<file path="config.mk">
export PLATFORM = sky130hd
export DESIGN_NAME = meter_frame_crc16_check_and_gen
export DESIGN_NICKNAME = d
export VERILOG_FILES = /design/src/rtl/mfcrc_pkg.sv /design/src/rtl/mfcrc_frame.sv /design/src/rtl/meter_frame_crc16_check_and_gen.sv
export SDC_FILE = /design/constraint.sdc
export NUM_CORES = 1
export LEC_CHECK = 0
export BUFFER_PORTS_ARGS = -buffer_cell sky130_fd_sc_hd__buf_2
export CORE_ASPECT_RATIO = 0.7
export CORE_MARGIN = 3
export CORE_UTILIZATION = 55
export DETAILED_ROUTE_END_ITERATION = 12
export GPL_ROUTABILITY_DRIVEN = 1
export PLACE_DENSITY = 0.75
export SLEW_MARGIN = 15
export SYNTH_ARGS = -nofsm -noshare
export SYNTH_HDL_FRONTEND = slang
export SYNTH_SLANG_ARGS = --single-unit
</file>
<file path="constraint.sdc">
create_clock -name aclk -period 3.3 [get_ports aclk]
set_input_delay 0.33 -clock aclk [delete_from_list [all_inputs] [get_ports aclk]]
set_output_delay 0.33 -clock aclk [all_outputs]
set_load 0.02 [all_outputs]
</file>
<file path="src/rtl/mfcrc_pkg.sv">
// ----------------------------------------------------------------------------
// Meter frame CRC-16 package
// Shared types, mode codes and CRC helper functions for the frame checker.
// ----------------------------------------------------------------------------
package mfcrc_pkg;

    localparam int unsigned CRC_W   = 16;
    localparam int unsigned CHARS_W = 32;
    localparam int unsigned SNAP_N  = 6;
    localparam int unsigned WIN_N   = 4;

    localparam logic [CRC_W-1:0] CRC_POLY  = 16'h1021;
    localparam logic [7:0]       CHAR_BASE = 8'h30;

    localparam logic [2:0] MODE_CHECK_A     = 3'd0;
    localparam logic [2:0] MODE_CHECK_APLUS = 3'd1;
    localparam logic [2:0] MODE_CHECK_B     = 3'd2;
    localparam logic [2:0] MODE_GEN_TAIL5   = 3'd3;
    localparam logic [2:0] MODE_GEN_WHOLE   = 3'd4;

    localparam logic [2:0] COUNT_MAX = 3'd7;

    typedef struct packed {
        logic               too_short;
        logic [CHARS_W-1:0] crc_chars;
        logic [CRC_W-1:0]   crc_value;
        logic               crc_ok;
    } result_t;

    function automatic logic [CRC_W-1:0] crc_byte(input logic [CRC_W-1:0] acc_in,
                                                  input logic [7:0] data);
        logic [CRC_W-1:0] acc;
        logic [7:0]       d;
        acc = acc_in;
        d   = data;
        for (int k = 0; k < 8; k++) begin
            if (d[7] ^ acc[CRC_W-1]) begin
                acc = {acc[CRC_W-2:0], 1'b0} ^ CRC_POLY;
            end else begin
                acc = {acc[CRC_W-2:0], 1'b0};
            end
            d = {d[6:0], 1'b0};
        end
        return acc;
    endfunction

    function automatic logic [CHARS_W-1:0] crc_to_chars(input logic [CRC_W-1:0] v);
        return {CHAR_BASE | {4'h0, v[15:12]}, CHAR_BASE | {4'h0, v[11:8]},
                CHAR_BASE | {4'h0, v[7:4]},   CHAR_BASE | {4'h0, v[3:0]}};
    endfunction

endpackage

</file>
<file path="src/rtl/mfcrc_frame.sv">
// ----------------------------------------------------------------------------
// Meter frame CRC-16 frame engine
// Keeps the running CRC with a short history of earlier values, the last
// trailer bytes and the byte count, and forms the frame result on the last
// byte.
// ----------------------------------------------------------------------------
module mfcrc_frame (
    input  logic                 aclk,
    input  logic                 aresetn,
    input  logic                 step_en,
    input  logic [7:0]           data_byte,
    input  logic                 last_byte,
    input  logic [2:0]           mode,
    input  logic [7:0]           lead_byte,
    output mfcrc_pkg::result_t   result
);

    logic [mfcrc_pkg::CRC_W-1:0] snap_reg [mfcrc_pkg::SNAP_N];
    logic [7:0]                  win_reg  [mfcrc_pkg::WIN_N];
    logic [2:0]                  count_reg;
    logic [2:0]                  frame_mode_reg;

    logic                        first;
    logic [2:0]                  cur_mode;
    logic                        gen;
    logic [7:0]                  byte_in;
    logic [mfcrc_pkg::CRC_W-1:0] crc_next;
    logic [2:0]                  count_next;
    logic [3:0]                  min_len;
    logic [mfcrc_pkg::CRC_W-1:0] crc_sel;
    logic [mfcrc_pkg::CRC_W-1:0] digits;
    logic                        short_f;

    always_comb begin
        first    = (count_reg == 3'd0);
        cur_mode = first ? mode : frame_mode_reg;
        gen      = (cur_mode == mfcrc_pkg::MODE_GEN_TAIL5) ||
                   (cur_mode == mfcrc_pkg::MODE_GEN_WHOLE);
        byte_in  = (first && cur_mode == mfcrc_pkg::MODE_CHECK_APLUS) ? lead_byte : data_byte;
        crc_next = (first && gen) ? snap_reg[0] : mfcrc_pkg::crc_byte(snap_reg[0], byte_in);
        count_next = (count_reg == mfcrc_pkg::COUNT_MAX) ? count_reg : count_reg + 3'd1;

        unique case (cur_mode)
            mfcrc_pkg::MODE_CHECK_A: begin
                min_len = 4'd5;
                crc_sel = snap_reg[3];
            end
            mfcrc_pkg::MODE_CHECK_APLUS: begin
                min_len = 4'd7;
                crc_sel = snap_reg[5];
            end
            mfcrc_pkg::MODE_CHECK_B: begin
                min_len = 4'd6;
                crc_sel = snap_reg[4];
            end
            mfcrc_pkg::MODE_GEN_TAIL5: begin
                min_len = 4'd6;
                crc_sel = snap_reg[4];
            end
            mfcrc_pkg::MODE_GEN_WHOLE: begin
                min_len = 4'd1;
                crc_sel = crc_next;
            end
            default: begin
                min_len = 4'd8;
                crc_sel = '0;
            end
        endcase

        if (cur_mode == mfcrc_pkg::MODE_CHECK_APLUS) begin
            digits = {win_reg[3][3:0], win_reg[2][3:0], win_reg[1][3:0], win_reg[0][3:0]};
        end else begin
            digits = {win_reg[2][3:0], win_reg[1][3:0], win_reg[0][3:0], byte_in[3:0]};
        end

        short_f = ({1'b0, count_next} < min_len);

        result.too_short = short_f;
        result.crc_ok    = !short_f && !gen && (crc_sel == digits);
        result.crc_value = short_f ? '0 : crc_sel;
        result.crc_chars = short_f ? '0 : mfcrc_pkg::crc_to_chars(crc_sel);
    end

    always_ff @(posedge aclk) begin
        if (!aresetn) begin
            count_reg      <= '0;
            frame_mode_reg <= '0;
            for (int j = 0; j < mfcrc_pkg::SNAP_N; j++) begin
                snap_reg[j] <= '0;
            end
            for (int j = 0; j < mfcrc_pkg::WIN_N; j++) begin
                win_reg[j] <= '0;
            end
        end else if (step_en) begin
            frame_mode_reg <= cur_mode;
            if (last_byte) begin
                count_reg <= '0;
                for (int j = 0; j < mfcrc_pkg::SNAP_N; j++) begin
                    snap_reg[j] <= '0;
                end
                for (int j = 0; j < mfcrc_pkg::WIN_N; j++) begin
                    win_reg[j] <= '0;
                end
            end else begin
                count_reg   <= count_next;
                snap_reg[0] <= crc_next;
                for (int j = 1; j < mfcrc_pkg::SNAP_N; j++) begin
                    snap_reg[j] <= snap_reg[j-1];
                end
                win_reg[0] <= byte_in;
                for (int j = 1; j < mfcrc_pkg::WIN_N; j++) begin
                    win_reg[j] <= win_reg[j-1];
                end
            end
        end
    end

endmodule

</file>
<file path="src/rtl/meter_frame_crc16_check_and_gen.sv">
// ----------------------------------------------------------------------------
// Meter frame CRC-16 check and generate
// Checks or generates the CRC-16 trailer of meter link frames, one result
// transfer per frame.
//
//   Channel  Direction  Carries
//   s_       in         frame byte, end-of-frame mark, mode
//   m_       out        one frame result per frame
//   cfg_     in         lead byte for A-plus frames
//
// One byte is taken every cycle while the input register can advance. Each
// byte waits in the input register and is folded by a single byte-wide CRC
// update; the result of a frame is loaded into the output register at the
// edge where its last byte leaves the input register.
// A stalled result blocks only the next last byte.
// Reset clears all frame state and loads the lead byte with 0x56.
// ----------------------------------------------------------------------------
module meter_frame_crc16_check_and_gen (
    input  logic        aclk,
    input  logic        aresetn,
    input  logic        s_tvalid,
    output logic        s_tready,
    input  logic [7:0]  s_tdata,   // [7:0] data_byte
    input  logic        s_tlast,
    input  logic [2:0]  s_tuser,   // [2:0] mode
    output logic        m_tvalid,
    input  logic        m_tready,
    output logic [55:0] m_tdata,   // [0] crc_ok, [16:1] crc_value, [48:17] crc_chars,
                                   // [49] too_short, [55:50] zero
    input  logic        cfg_valid,
    output logic        cfg_ready,
    input  logic [7:0]  cfg_data
);

    logic               in_valid_reg;
    logic [7:0]         in_data_reg;
    logic               in_last_reg;
    logic [2:0]         in_mode_reg;
    logic               out_valid_reg;
    logic [55:0]        out_data_reg;
    logic [7:0]         lead_reg;
    logic               advance;
    mfcrc_pkg::result_t result;

    assign advance   = in_valid_reg && (!in_last_reg || !out_valid_reg || m_tready);
    assign s_tready  = !in_valid_reg || advance;
    assign cfg_ready = 1'b1;
    assign m_tvalid  = out_valid_reg;
    assign m_tdata   = out_data_reg;

    mfcrc_frame u_frame (
        .aclk      (aclk),
        .aresetn   (aresetn),
        .step_en   (advance),
        .data_byte (in_data_reg),
        .last_byte (in_last_reg),
        .mode      (in_mode_reg),
        .lead_byte (lead_reg),
        .result    (result)
    );

    always_ff @(posedge aclk) begin
        if (!aresetn) begin
            in_valid_reg  <= 1'b0;
            out_valid_reg <= 1'b0;
            lead_reg      <= 8'h56;
        end else begin
            if (cfg_valid && cfg_ready) begin
                lead_reg <= cfg_data;
            end
            if (s_tvalid && s_tready) begin
                in_valid_reg <= 1'b1;
            end else if (advance) begin
                in_valid_reg <= 1'b0;
            end
            if (advance && in_last_reg) begin
                out_valid_reg <= 1'b1;
            end else if (m_tready) begin
                out_valid_reg <= 1'b0;
            end
        end
    end

    always_ff @(posedge aclk) begin
        if (s_tvalid && s_tready) begin
            in_data_reg <= s_tdata;
            in_last_reg <= s_tlast;
            in_mode_reg <= s_tuser;
        end
        if (advance && in_last_reg) begin
            out_data_reg <= {6'b0, result.too_short, result.crc_chars,
                             result.crc_value, result.crc_ok};
        end
    end

endmodule
</file>
==> qor.yml <==
synth.distinct_cells: 89
grt_pass1_wl_um: 33910
fin_crit_sh: 0.9679
yosys-top-cells-count: "139 x edfxtp_1, 90 x and2_1, 80 x nand2_1, 41 x buf_4, 41 x nor2_1"
grt_usage: 0.2572
critPathMaxStageDelay_ps: 420
die_area_um2: 17260
r2r_cells: 12
ff2ff_setup_slack_ps: 110
crit_path_max_fanout: 8
wl_per_cell_um: 20.67
drt-vias-per-instance: 5.897
worst_slack_ps: 105.8
grt_max_degree: 81
min_path_type: "in -> reg"
syn_inst: 775
drc: 0
crit_slowest_cell: "mux2_2"
pre_cts_ws_ps: 26.82
gp_congestion: 0.9763
finalHoldViolCount: 0
fmax_ghz: 0.3131
tightest_slew_ps: 1058
drt_pre_antenna_iters: 5
drt.antenna.violating_nets: 0
switching_power_w: 0.001485
ir_worst_vdd_mv: 0.4060
clockBufferDepth: 2
largest_reg_flops: 96
synth_top_area_share: 0.4834
multiInputGateArea_um2: 3647
synth.area.top_cells: "edfxtp_1 48%, and2_1 6.5%, dfxtp_1 4.6%"
nets: 872
die_x_um: 155.8
clock-root-buffer: "clkbuf_16"
intPower_w: 0.003786
fillers: 1126
die_h_um: 110.8
via_count: 6198
grt_overflow: 0
finalCriticalPeriod_ps: 3194
grt_pass1_vias: 5883
clkLatencyLatePin_ps: 430
yosys_warnings: 0
synth.cell_area_um2: 8635
cp-start-kind: "register"
path_clk_slew_ps: 70
design_area_um2: 9833
antenna_found_initial: 0
holdBufCountCts: 0
end_kind: "register"
post_synth.cell_area_avg_um2: 11.14
crit_type: "reg -> reg"
hold_path_depth: 1
setup_viol: 0
leakage_nw: 3.909
whs_ps: 70.09
diodes: 0
synth_top_flop_cell: "edfxtp_1"
ios: 84
seq_area_um2: 4574
finalWirelength_um: 21730
dpl_cell_area_um2: 9139
synth-edff-count: 139
h-tree-depth: 4
final_max_slew_viol_count: 0
port_buffers: 68
cts_made_buffers: 17
power_switching_share: 0.2817
max_cap_viol_count: 0
relSlewSlack: 0.2944
drt_iter0_drc: 547
ys_seq_area_frac: 0.5298
required_ps: 3600
skew_ps: 10.73
p_comb_frac: 0.166
fp-row-count: 37
crit_arrival_ps: 3490
hold_start: "s_tdata[6]"
power.density_nw_per_um2: 536.0
cp_cell_sequence: "inv_1, ha_2, and4bb_2, buf_4, o211ai_1, nand2_2, xnor2_1, mux2_2, nor3_1, o21ai_0, a2111oi_2, o2111a_1"
outcome: "finished, final reports clean"
power_frac_seq: 0.453
clock_power_share: 0.381
initial_core_util: 0.5739
r2r-start: "u_frame.count_reg[1]"
holdPathEnd: "in_data_reg[6]"
core_area_um2: 15050
ys_ff_latch: 159
finalPower_w: 0.005270
r2r-end: "m_tdata[0]"
tritoncts: "built"
yosysMostFrequentCell: "edfxtp_1"
area_delta_synth_final_pct: 13.88
synth_area_leader_cell: "edfxtp_1"
drive_gt1_frac: 0.2383
async_flop_share: 0
post-dp-hpwl_um: 16030
cts_sinks: 159
critical path: cells and delay by family (launching register included):
kind / cells / cell delay [ps]
adder cells (fa/ha/maj): 1 / 210
AO/OA/AOI/OAI: 4 / 880
flip-flops: 1 / 360
buffers and inverters: 2 / 260
multiplexers: 1 / 420
AND/OR/NAND/NOR: 3 / 580
XOR/XNOR: 1 / 340
cell usage in the layout, fill, tap and decap left out, drive strengths merged, types with 5 or more instances in the layout:
cell type | Yosys | layout
and3 | 6 | 6
conb | 2 | 15
a21o | 5 | 5
a31oi | 17 | 17
o21ai | 18 | 18
nand3 | 7 | 7
and2 | 90 | 90
clkbuf | 22 | 18
nand2 | 82 | 82
nand3b | 6 | 6
o211ai | 12 | 12
mux2 | 7 | 7
a21oi | 25 | 25
nor2b | 39 | 39
xnor2 | 12 | 12
nor3 | 13 | 13
dfxtp | 20 | 20
a211oi | 8 | 8
buf | 58 | 116
xor2 | 8 | 8
mux2i | 27 | 27
nand2b | 5 | 5
edfxtp | 139 | 139
inv | 11 | 20
nor2 | 44 | 44
o22ai | 10 | 10
a21boi | 7 | 7
power groups by stage:
| stage | Combinational, W | Sequential (W) | Clock [W] |
|---|---|---|---|
| 2_1_floorplan | 0.000580 | 0.00240 | 0 |
| 3_3_place_gp | 0.000831 | 0.00242 | 0 |
| 3_5_place_dp | 0.000831 | 0.00242 | 0 |
| 4_1_cts | 0.000835 | 0.00238 | 0.00203 |
| 5_1_grt | 0.000938 | 0.00240 | 0.00213 |
| 6_report | 0.000874 | 0.00239 | 0.00201 |
metal layers:
metal  global-route usage  up-vias  part of all wire
met3              0.05267       35             0.075
met1               0.3898     3006              0.47
met5                    0        -                 0
li1                     -     2875                 -
met2               0.3731      282              0.43
met4              0.07706        0             0.019
kinds of logic after synthesis:
| logic type | share of synthesized area |
|---|---|
| compound gates | 0.1211 |
| xor+xnor | 0.03173 |
| fa+ha+maj | 0.005796 |
| buf+inv | 0.06550 |
| flops | 0.5298 |
| mux | 0.04130 |
| other cells | 0.0008698 |
| simple gates | 0.2039 |
per-stage QoR:
| stage | utilization | TNS, ps | std cells |
|---|---|---|---|
| 2_1_floorplan | - | 0 | 788 |
| 3_3_place_gp | 0.6074 | 0 | 1018 |
| 3_5_place_dp | 0.6074 | 0 | 1018 |
| 4_1_cts | 0.6470 | 0 | 1050 |
| 5_1_grt | 0.6536 | -13.24 | 1051 |
| 6_report | 0.6536 | 0 | 1051 |
area by class of cell:
type	count	area share
inverters	12	0.004708
repair buffers	116	0.07380
clock inverters	14	0.01692
multi-input cells	537	0.3709
well taps	195	0.02481
flip-flops and latches	159	0.4652
clock buffers	18	0.04364
timing repair:
item / in CTS / in global routing
buffers inserted: 0 / 1
endpoints found under the hold margin: 0 / 0
endpoints found under the setup margin: 0 / 4
gates resized for setup: 0 / 20
worst max-delay path by stage:
stage          slack, ps                 start                     end
2_1_floorplan        220              m_tvalid  u_frame.snap_reg[0][0]
6_report             110  u_frame.count_reg[1]              m_tdata[0]
5_1_grt              -10  u_frame.count_reg[0]              m_tdata[0]
3_5_place_dp          30  u_frame.count_reg[0]              m_tdata[0]
3_3_place_gp          50  u_frame.count_reg[0]              m_tdata[0]
4_1_cts               10  u_frame.count_reg[0]              m_tdata[0]
Note: power is estimated with default switching activity, not from simulation.
